--- config.mk ---
export PLATFORM = sky130hd
export DESIGN_NAME = rc4_keystream_generator
export DESIGN_NICKNAME = d
export VERILOG_FILES = /design/src/rc4_pkg.sv /design/src/rc4_ram.sv /design/src/rc4_controller.sv /design/src/rc4_datapath.sv /design/src/rc4_keystream_generator.sv
export SDC_FILE = /design/constraint.sdc
export NUM_CORES = 2
export LEC_CHECK = 0
export ABC_AREA = 1
export BUFFER_PORTS_ARGS = -buffer_cell sky130_fd_sc_hd__buf_4
export CAP_MARGIN = 20
export CORE_AREA = 2 2 430 432
export DETAILED_ROUTE_END_ITERATION = 12
export DIE_AREA = 0 0 432 434
export PLACE_DENSITY_LB_ADDON = 0.25
export SYNTH_ARGS = -nofsm -noshare
export SYNTH_HDL_FRONTEND = slang
export SYNTH_SLANG_ARGS = --single-unit
--- constraint.sdc ---
create_clock -name clock -period 15.85 [get_ports clock]
set_input_delay 1.585 -clock clock [delete_from_list [all_inputs] [get_ports clock]]
set_output_delay 1.585 -clock clock [all_outputs]
set_load 0.01 [all_outputs]
--- src/rc4_pkg.sv ---
package rc4_pkg;

   localparam int MAX_KEY_BYTES_DEFAULT = 16;
   localparam int SBOX_DEPTH            = 256;
   localparam int BYTE_WIDTH            = 8;
   localparam int KEY_LENGTH_WIDTH      = 5;

   localparam logic [KEY_LENGTH_WIDTH-1:0] KEY_LENGTH_RESET = 5'd13;

   // Action codes of a request word.
   localparam logic [1:0] ACT_LOAD     = 2'd0;
   localparam logic [1:0] ACT_SCHEDULE = 2'd1;
   localparam logic [1:0] ACT_NEXT     = 2'd2;

   typedef struct packed {
      logic [1:0]            action;
      logic [3:0]            key_index;
      logic [BYTE_WIDTH-1:0] key_byte;
   } req_type;

   typedef struct packed {
      logic [BYTE_WIDTH-1:0] keystream_byte;
      logic                  not_scheduled;
   } rsp_type;

   // Commands from the controller to the datapath.
   typedef struct packed {
      logic key_we;
      logic init_start;
      logic init_wr;
      logic ks_rda;
      logic ks_rdb;
      logic ks_wra;
      logic ks_wrb;
      logic gen_rdi;
      logic gen_rdj;
      logic gen_wri;
      logic gen_wrj;
      logic gen_fin;
      logic flag_rsp;
   } cmd_type;

   // Status from the datapath to the controller.
   typedef struct packed {
      logic a_last;
      logic scheduled;
   } sts_type;

endpackage

--- src/rc4_ram.sv ---
module rc4_ram #(
   parameter int WIDTH = rc4_pkg::BYTE_WIDTH,
   parameter int DEPTH = rc4_pkg::SBOX_DEPTH
) (
   input  logic                                        clock,
   input  logic                                        we,
   input  logic [((DEPTH > 1) ? $clog2(DEPTH) : 1)-1:0] waddr,
   input  logic [WIDTH-1:0]                            wdata,
   input  logic [((DEPTH > 1) ? $clog2(DEPTH) : 1)-1:0] raddr,
   output logic [WIDTH-1:0]                            rdata
);

   logic [WIDTH-1:0] mem_ff [DEPTH];
   logic [WIDTH-1:0] rdata_ff;

   always_ff @(posedge clock) begin
      if (we) begin
         mem_ff[waddr] <= wdata;
      end
      rdata_ff <= mem_ff[raddr];
   end

   assign rdata = rdata_ff;

endmodule

--- src/rc4_controller.sv ---
module rc4_controller (
   input  logic              clock,
   input  logic              reset,
   input  logic              start,
   input  logic [1:0]        action,
   input  rc4_pkg::sts_type  sts,
   output logic              busy,
   output rc4_pkg::cmd_type  cmd
);

   typedef enum logic [10:0] {
      ST_IDLE   = 11'b000_0000_0001,
      ST_INIT   = 11'b000_0000_0010,
      ST_KS_RDA = 11'b000_0000_0100,
      ST_KS_RDB = 11'b000_0000_1000,
      ST_KS_WRA = 11'b000_0001_0000,
      ST_KS_WRB = 11'b000_0010_0000,
      ST_G_RDI  = 11'b000_0100_0000,
      ST_G_RDJ  = 11'b000_1000_0000,
      ST_G_WRI  = 11'b001_0000_0000,
      ST_G_WRJ  = 11'b010_0000_0000,
      ST_G_FIN  = 11'b100_0000_0000
   } state_type;

   state_type state_ff;
   state_type state_in;

   always_comb begin
      state_in = state_ff;
      cmd      = '0;
      unique case (state_ff)
         ST_IDLE: begin
            if (start) begin
               unique case (action)
                  rc4_pkg::ACT_LOAD: begin
                     cmd.key_we = 1'b1;
                  end
                  rc4_pkg::ACT_SCHEDULE: begin
                     cmd.init_start = 1'b1;
                     state_in       = ST_INIT;
                  end
                  rc4_pkg::ACT_NEXT: begin
                     if (sts.scheduled) begin
                        state_in = ST_G_RDI;
                     end else begin
                        cmd.flag_rsp = 1'b1;
                     end
                  end
                  default: begin
                  end
               endcase
            end
         end
         ST_INIT: begin
            cmd.init_wr = 1'b1;
            if (sts.a_last) begin
               state_in = ST_KS_RDA;
            end
         end
         ST_KS_RDA: begin
            cmd.ks_rda = 1'b1;
            state_in   = ST_KS_RDB;
         end
         ST_KS_RDB: begin
            cmd.ks_rdb = 1'b1;
            state_in   = ST_KS_WRA;
         end
         ST_KS_WRA: begin
            cmd.ks_wra = 1'b1;
            state_in   = ST_KS_WRB;
         end
         ST_KS_WRB: begin
            cmd.ks_wrb = 1'b1;
            state_in   = sts.a_last ? ST_IDLE : ST_KS_RDA;
         end
         ST_G_RDI: begin
            cmd.gen_rdi = 1'b1;
            state_in    = ST_G_RDJ;
         end
         ST_G_RDJ: begin
            cmd.gen_rdj = 1'b1;
            state_in    = ST_G_WRI;
         end
         ST_G_WRI: begin
            cmd.gen_wri = 1'b1;
            state_in    = ST_G_WRJ;
         end
         ST_G_WRJ: begin
            cmd.gen_wrj = 1'b1;
            state_in    = ST_G_FIN;
         end
         ST_G_FIN: begin
            cmd.gen_fin = 1'b1;
            state_in    = ST_IDLE;
         end
         default: begin
            state_in = ST_IDLE;
         end
      endcase
   end

   always_ff @(posedge clock) begin
      if (reset) begin
         state_ff <= ST_IDLE;
      end else begin
         state_ff <= state_in;
      end
   end

   assign busy = (state_ff != ST_IDLE);

endmodule

--- src/rc4_datapath.sv ---
module rc4_datapath #(
   parameter int MAX_KEY_BYTES = rc4_pkg::MAX_KEY_BYTES_DEFAULT
) (
   input  logic                                  clock,
   input  logic                                  reset,
   input  rc4_pkg::cmd_type                      cmd,
   input  rc4_pkg::req_type                      req,
   input  logic                                  csr_we,
   input  logic [rc4_pkg::KEY_LENGTH_WIDTH-1:0]  csr_wdata,
   output logic                                  rsp_strobe,
   output rc4_pkg::rsp_type                      rsp_word,
   output rc4_pkg::sts_type                      sts
);

   localparam int BW = rc4_pkg::BYTE_WIDTH;
   localparam int SW = $clog2(rc4_pkg::SBOX_DEPTH);
   localparam int KW = (MAX_KEY_BYTES > 1) ? $clog2(MAX_KEY_BYTES) : 1;
   localparam int CW = $clog2(MAX_KEY_BYTES + 1);
   localparam int NW = (CW > rc4_pkg::KEY_LENGTH_WIDTH) ? CW : rc4_pkg::KEY_LENGTH_WIDTH;
   localparam logic [NW-1:0] MAX_N = NW'(MAX_KEY_BYTES);

   logic [rc4_pkg::KEY_LENGTH_WIDTH-1:0] klen_ff, klen_in;
   logic            sched_ff, sched_in;
   logic [BW-1:0]   i_ff, i_in;
   logic [BW-1:0]   j_ff, j_in;
   logic [SW-1:0]   a_ff, a_in;
   logic [BW-1:0]   b_ff, b_in;
   logic [KW-1:0]   k_ff, k_in;
   logic [BW-1:0]   hold_ff, hold_in;
   logic [BW-1:0]   t_ff, t_in;
   logic            byp_ff, byp_in;
   logic            valid_ff, valid_in;
   rc4_pkg::rsp_type rsp_ff, rsp_in;

   logic            sb_we;
   logic [SW-1:0]   sb_waddr;
   logic [BW-1:0]   sb_wdata;
   logic [SW-1:0]   sb_raddr;
   logic [BW-1:0]   sb_rdata;
   logic            key_we;
   logic [BW-1:0]   key_rdata;

   logic [NW-1:0]   klen_w;
   logic [NW-1:0]   eff_n;
   logic            k_last;
   logic [BW-1:0]   b_new;
   logic [BW-1:0]   j_new;
   logic [BW-1:0]   i_next;

   // Key length of zero uses one byte; lengths above the store saturate.
   assign klen_w = NW'(klen_ff);
   always_comb begin
      if (klen_ff == '0) begin
         eff_n = NW'(1);
      end else if (klen_w > MAX_N) begin
         eff_n = MAX_N;
      end else begin
         eff_n = klen_w;
      end
   end

   assign k_last = ((NW'(k_ff) + NW'(1)) >= eff_n);
   assign b_new  = b_ff + sb_rdata + key_rdata;
   assign j_new  = j_ff + sb_rdata;
   assign i_next = i_ff + BW'(1);
   assign key_we = cmd.key_we && (NW'(req.key_index) < MAX_N);

   always_comb begin
      if (cmd.ks_rdb) begin
         sb_raddr = b_new;
      end else if (cmd.gen_rdi) begin
         sb_raddr = i_next;
      end else if (cmd.gen_rdj) begin
         sb_raddr = j_new;
      end else if (cmd.gen_wrj) begin
         sb_raddr = t_ff;
      end else if (cmd.ks_rda) begin
         sb_raddr = a_ff;
      end else begin
         sb_raddr = a_ff;
      end
   end

   always_comb begin
      sb_we    = 1'b0;
      sb_waddr = a_ff;
      sb_wdata = sb_rdata;
      if (cmd.init_wr) begin
         sb_we    = 1'b1;
         sb_wdata = a_ff;
      end else if (cmd.ks_wra) begin
         sb_we = 1'b1;
      end else if (cmd.ks_wrb) begin
         sb_we    = 1'b1;
         sb_waddr = b_ff;
         sb_wdata = hold_ff;
      end else if (cmd.gen_wri) begin
         sb_we    = 1'b1;
         sb_waddr = i_ff;
      end else if (cmd.gen_wrj) begin
         sb_we    = 1'b1;
         sb_waddr = j_ff;
         sb_wdata = hold_ff;
      end
   end

   always_comb begin
      klen_in  = csr_we ? csr_wdata : klen_ff;
      sched_in = sched_ff;
      i_in     = i_ff;
      j_in     = j_ff;
      a_in     = a_ff;
      b_in     = b_ff;
      k_in     = k_ff;
      hold_in  = hold_ff;
      t_in     = t_ff;
      byp_in   = byp_ff;
      valid_in = cmd.gen_fin || cmd.flag_rsp;
      rsp_in   = rsp_ff;
      if (cmd.init_start) begin
         a_in = '0;
         b_in = '0;
         k_in = '0;
      end
      if (cmd.init_wr) begin
         a_in = a_ff + SW'(1);
      end
      if (cmd.ks_rdb) begin
         b_in    = b_new;
         hold_in = sb_rdata;
      end
      if (cmd.ks_wrb) begin
         a_in = a_ff + SW'(1);
         k_in = k_last ? '0 : (k_ff + KW'(1));
         if (sts.a_last) begin
            i_in     = '0;
            j_in     = '0;
            sched_in = 1'b1;
         end
      end
      if (cmd.gen_rdj) begin
         i_in    = i_next;
         j_in    = j_new;
         hold_in = sb_rdata;
      end
      if (cmd.gen_wri) begin
         t_in = hold_ff + sb_rdata;
      end
      if (cmd.gen_wrj) begin
         // The read at t_ff collides with this write when t equals j.
         byp_in = (t_ff == j_ff);
      end
      if (cmd.gen_fin) begin
         rsp_in.keystream_byte = byp_ff ? hold_ff : sb_rdata;
         rsp_in.not_scheduled  = 1'b0;
      end
      if (cmd.flag_rsp) begin
         rsp_in.keystream_byte = '0;
         rsp_in.not_scheduled  = 1'b1;
      end
   end

   always_ff @(posedge clock) begin
      if (reset) begin
         klen_ff  <= rc4_pkg::KEY_LENGTH_RESET;
         sched_ff <= 1'b0;
         i_ff     <= '0;
         j_ff     <= '0;
         valid_ff <= 1'b0;
      end else begin
         klen_ff  <= klen_in;
         sched_ff <= sched_in;
         i_ff     <= i_in;
         j_ff     <= j_in;
         valid_ff <= valid_in;
      end
      a_ff    <= a_in;
      b_ff    <= b_in;
      k_ff    <= k_in;
      hold_ff <= hold_in;
      t_ff    <= t_in;
      byp_ff  <= byp_in;
      rsp_ff  <= rsp_in;
   end

   rc4_ram #(
      .WIDTH (BW),
      .DEPTH (rc4_pkg::SBOX_DEPTH)
   ) u_sbox (
      .clock (clock),
      .we    (sb_we),
      .waddr (sb_waddr),
      .wdata (sb_wdata),
      .raddr (sb_raddr),
      .rdata (sb_rdata)
   );

   rc4_ram #(
      .WIDTH (BW),
      .DEPTH (MAX_KEY_BYTES)
   ) u_key_store (
      .clock (clock),
      .we    (key_we),
      .waddr (KW'(req.key_index)),
      .wdata (req.key_byte),
      .raddr (k_ff),
      .rdata (key_rdata)
   );

   assign sts.a_last    = (a_ff == {SW{1'b1}});
   assign sts.scheduled = sched_ff;
   assign rsp_strobe    = valid_ff;
   assign rsp_word      = rsp_ff;

endmodule

--- src/rc4_keystream_generator.sv ---
// Load word: taken while idle without leaving it, no result; the next word may follow at once.
// Schedule word: busy filling the permutation, then two reads and two writes per byte.
// Next word: G_RDI, G_RDJ, G_WRI, G_WRJ, G_FIN while busy, result registered after G_FIN;
// a next word before any schedule gives its flagged result in the following cycle.
// The permutation takes one read and one write per cycle; the receiver cannot stall.
// Synchronous active-high reset clears indices, key length (to 13) and the scheduled flag.
module rc4_keystream_generator #(
   parameter int MAX_KEY_BYTES = rc4_pkg::MAX_KEY_BYTES_DEFAULT
) (
   input  logic                                 clock,
   input  logic                                 reset,
   input  logic                                 start,
   output logic                                 busy,
   input  rc4_pkg::req_type                     req_word,
   output logic                                 rsp_strobe,
   output rc4_pkg::rsp_type                     rsp_word,
   input  logic                                 csr_we,
   input  logic [rc4_pkg::KEY_LENGTH_WIDTH-1:0] csr_wdata
);

   // The controller sequences every word through a fixed set of states; the
   // datapath holds the permutation, the key store, the indices and the
   // output register, and acts only on the commands it is given.
   rc4_pkg::cmd_type cmd;
   rc4_pkg::sts_type sts;

   rc4_controller u_controller (
      .clock  (clock),
      .reset  (reset),
      .start  (start),
      .action (req_word.action),
      .sts    (sts),
      .busy   (busy),
      .cmd    (cmd)
   );

   // The request word is sampled only in the cycle in which it is accepted,
   // so the datapath may look at it directly.
   rc4_datapath #(
      .MAX_KEY_BYTES (MAX_KEY_BYTES)
   ) u_datapath (
      .clock      (clock),
      .reset      (reset),
      .cmd        (cmd),
      .req        (req_word),
      .csr_we     (csr_we),
      .csr_wdata  (csr_wdata),
      .rsp_strobe (rsp_strobe),
      .rsp_word   (rsp_word),
      .sts        (sts)
   );

   // A result only ever appears while the controller is idle.
   assert property (@(posedge clock) disable iff (reset) rsp_strobe |-> !busy)
      else $error("result strobed while busy");

   // A next word before any schedule answers at once with the flag and a zero byte.
   assert property (@(posedge clock) disable iff (reset)
      (start && !busy && (req_word.action == rc4_pkg::ACT_NEXT) && !sts.scheduled)
      |=> (rsp_strobe && rsp_word.not_scheduled && (rsp_word.keystream_byte == '0)))
      else $error("unscheduled next word not flagged");

   // A schedule word always occupies the block.
   assert property (@(posedge clock) disable iff (reset)
      (start && !busy && (req_word.action == rc4_pkg::ACT_SCHEDULE)) |=> busy)
      else $error("schedule word did not start the key schedule");

   // An unflagged keystream byte only comes from a scheduled permutation.
   assert property (@(posedge clock) disable iff (reset)
      (rsp_strobe && !rsp_word.not_scheduled) |-> sts.scheduled)
      else $error("keystream byte without a schedule");

endmodule

==> metrics.cfg <==
[run_status]
status=completed

[worst_setup_path]
crit_fanout=217
critPathKind=flop to flop
path_buf_inv=4
slowest_delay_ns=0.88
crit_top_cell=nand3_1
start_kind=flop
path_delay_family=simple AND/OR/NAND/NOR gates
cp_slowest_cell=buf_4
crit_path_end_kind=flop
crit_chain=nor2_1 -> nand2_1 -> nor2_2 -> nand2_1 -> inv_1 -> nand2_8 -> nand2_8 -> buf_12 -> buf_4 -> buf_4 -> nand2_1 -> nand3_1 -> nand3_1 -> nand3_1 -> nand3_1 -> nand3_1 -> nand3_1 -> nand3_1 -> nand2_1
worstPathArrival_ns=7.80
required_ns=16.59

[logic_synthesis]
ys_seq_elements=2272
async_flop_share_pct=0
yosys-top-cells-area=edfxtp_1 (66%), nand3_1 (8.9%), nand2_1 (7.9%)
ys.flop_type=edfxtp_1
synthDominantCellAreaShare_pct=66.5
yosysMostFrequentCell=edfxtp_1
synth_edf_count=2213
synth.largest_area_cell=edfxtp_1
synth.avg_cell_area_um2=10.8
syn_nets=9292
synth_commonest_cells=edfxtp_1 (2,213), nand2_1 (2,102), nand3_1 (1,787), inv_1 (1,189), nand3b_1 (444)
synth-seq-area-share_pct=67.7
synth_cells=9231
synth_cell_types=48
ys_warn_count=0
synthesis.area_mm2=0.0999

[power]
leakage_uw=0.0418
vdd_drop_max_mv=0.114
p_seq_share_pct=53.6
power.density_mw_per_mm2=115
clkPwrFrac_pct=41.1
intPower_uw=9690
switching_share_pct=22.5
p_sw_uw=2810
comb_power_share_pct=5.3

[placed_design]
gp_congestion=0.889
dp_hpwl_mm=150
dp_slack_ns=8.75
io_buffers=33

[sta]
finalClockSkew_ns=0.0423
min_period_ns=7.06
grt_setup_unrepaired=no
hold_violations=0
slew_violations=0
max_freq_mhz=142
fin_ws_ns=8.79
tns_ns=0
relSlewSlack_pct=23.2
post-route-period-util_pct=44.5
setup_viol=0
tightest_slew_ns=1.14

[detailed_routing]
wl_mm=274
vias=68300
wl_per_cell_um=23.6
ant_nets=0
drc=0
via_per_inst=5.89
first_pass_iters=7
drt_iter0_markers=9428

[cts]
hold_buffers=0
cts_resized=0
clock-sinks=2272
htreeDepth=4
cts_buffers=223
cts.clk_slew.worst_paths_ns=0.06
cts_tree=built
clockRootBuffer=clkbuf_16
cts_setup_buffers=0
clock_latency_ns=0.86
clock_path_buffers=3

[floorplanning]
io_pins=34
dieHeight_um=434
dieArea_mm2=0.187
initial_core_util_pct=54.8
std_cell_rows=157
core_mm2=0.182
dieWidth_um=432

[finish]
nNetsFinal=9077
drive_gt1_share_pct=5.13
syn2layout_area_growth_pct=8.75

[min_path]
hp-class=flop to flop

[grt]
grt_usage_pct=29.0
overflow=0
grt_first_pass_wirelength_mm=410
grt_max_degree=218
grt_pass1_vias=64700
antenna_found_initial=9

[flow_run]
drv_cap=0

-- logic make-up after synthesis --
family | synth area share [%]
buffers and inverters | 7.18
muxes | 0.320
AOI/OAI and AO/OA | 2.24
xor gates and xnor gates | 0.202
adders and majority gates | 0.551
and+or+nand+nor | 21.8
DFF | 67.7
-- sequential cells by signal (all words and copies together) (netlist names), 5 cells and up --
register	count
u_datapath.rsp_word	9
u_datapath.klen_ff	5
u_datapath.u_sbox.mem_ff	2048
u_datapath.j_ff	8
u_datapath.hold_ff	8
u_datapath.u_key_store.mem_ff	128
u_datapath.i_ff	8
u_datapath.t_ff	8
u_datapath.u_key_store.rdata	8
u_datapath.u_sbox.rdata	8
u_datapath.a_ff	8
u_datapath.b_ff	8
u_controller.state_ff	11
-- metal layers --
metal / global-route usage [%] / routed length, µm
met1: 39.9 / 107000
met2: 45.6 / 127000
met3: 5.46 / 27300
met4: 12.1 / 12300
met5: 0 / 80
-- final cells by class --
type	count	area, µm²
Clock inverter	118	988
Sequential cell	2272	67600
Fill cell	14600	73800
Tap cell	2385	2980
Antenna cell	2	5.00
Multi-Input combinational cell	5190	25300
Inverter	1199	4520
Clock buffer	298	5990
Timing Repair Buffer	130	1220
-- cell usage in the layout, fill, tap and decap left out, types with 7 or more instances in the layout --
cell	instances
edfxtp_1	2213
nand3b_1	444
xnor2_1	7
nand2_1	2096
o211ai_1	145
nand2_2	10
dfxtp_1	59
clkbuf_1	64
a21oi_1	90
buf_12	11
xor2_1	16
buf_4	112
clkbuf_8	10
o21ai_0	89
nor3_1	11
ha_1	28
fa_1	10
clkinv_1	62
o221ai_1	7
mux2i_1	32
bufinv_16	14
o21ai_4	8
nand3_1	1787
inv_1	1187
or2_2	7
clkinv_2	30
nor2_1	355
clkbuf_16	225
-- worst min-delay path: cells and delay by family (launching register included) --
family / cells / cell delay (ns)
flip-flops: 1 / 0.31
AND/OR/NAND/NOR: 2 / 0.11
-- worst paths after layout --
path / endpoint / from / slack (ns) / cells past startpoint
max reg2reg: u_datapath.u_sbox.rdata[0] / u_controller.state_ff[7] / 8.79 / 19
min reg2reg: u_datapath.rsp_word[0] / u_datapath.rsp_word[0] / 0.46 / 2
max: u_datapath.u_sbox.rdata[0] / u_controller.state_ff[7] / 8.79 / 19
min: u_datapath.rsp_word[0] / u_datapath.rsp_word[0] / 0.46 / 2
-- power by group through the flow --
stage / logic (µW) / clock network (µW) / registers [µW]
finish: 667 / 5130 / 6700
global route: 715 / 5410 / 6700
CTS: 654 / 5160 / 6700
detailed placement: 652 / 0 / 6830
global placement: 639 / 0 / 6830
floorplan: 376 / 0 / 6930
-- stage by stage --
| step | util, % | hold WS, ns | cell area (µm²) | total power (µW) | std cells |
|---|---|---|---|---|---|
| after detailed placement | 55.6 | 0.458 | 102000 | 7480 | 11200 |
| final | 59.6 | 0.463 | 109000 | 12500 | 11600 |
| after CTS | 59.5 | 0.468 | 109000 | 12500 | 11600 |
| after global routing | 59.6 | 0.483 | 109000 | 12800 | 11600 |
| after global placement | 55.6 | 0.442 | 102000 | 7470 | 11200 |
| after floorplan | - | 0.436 | 99900 | 7310 | 9231 |
Note: power is estimated with default switching activity, not from simulation.
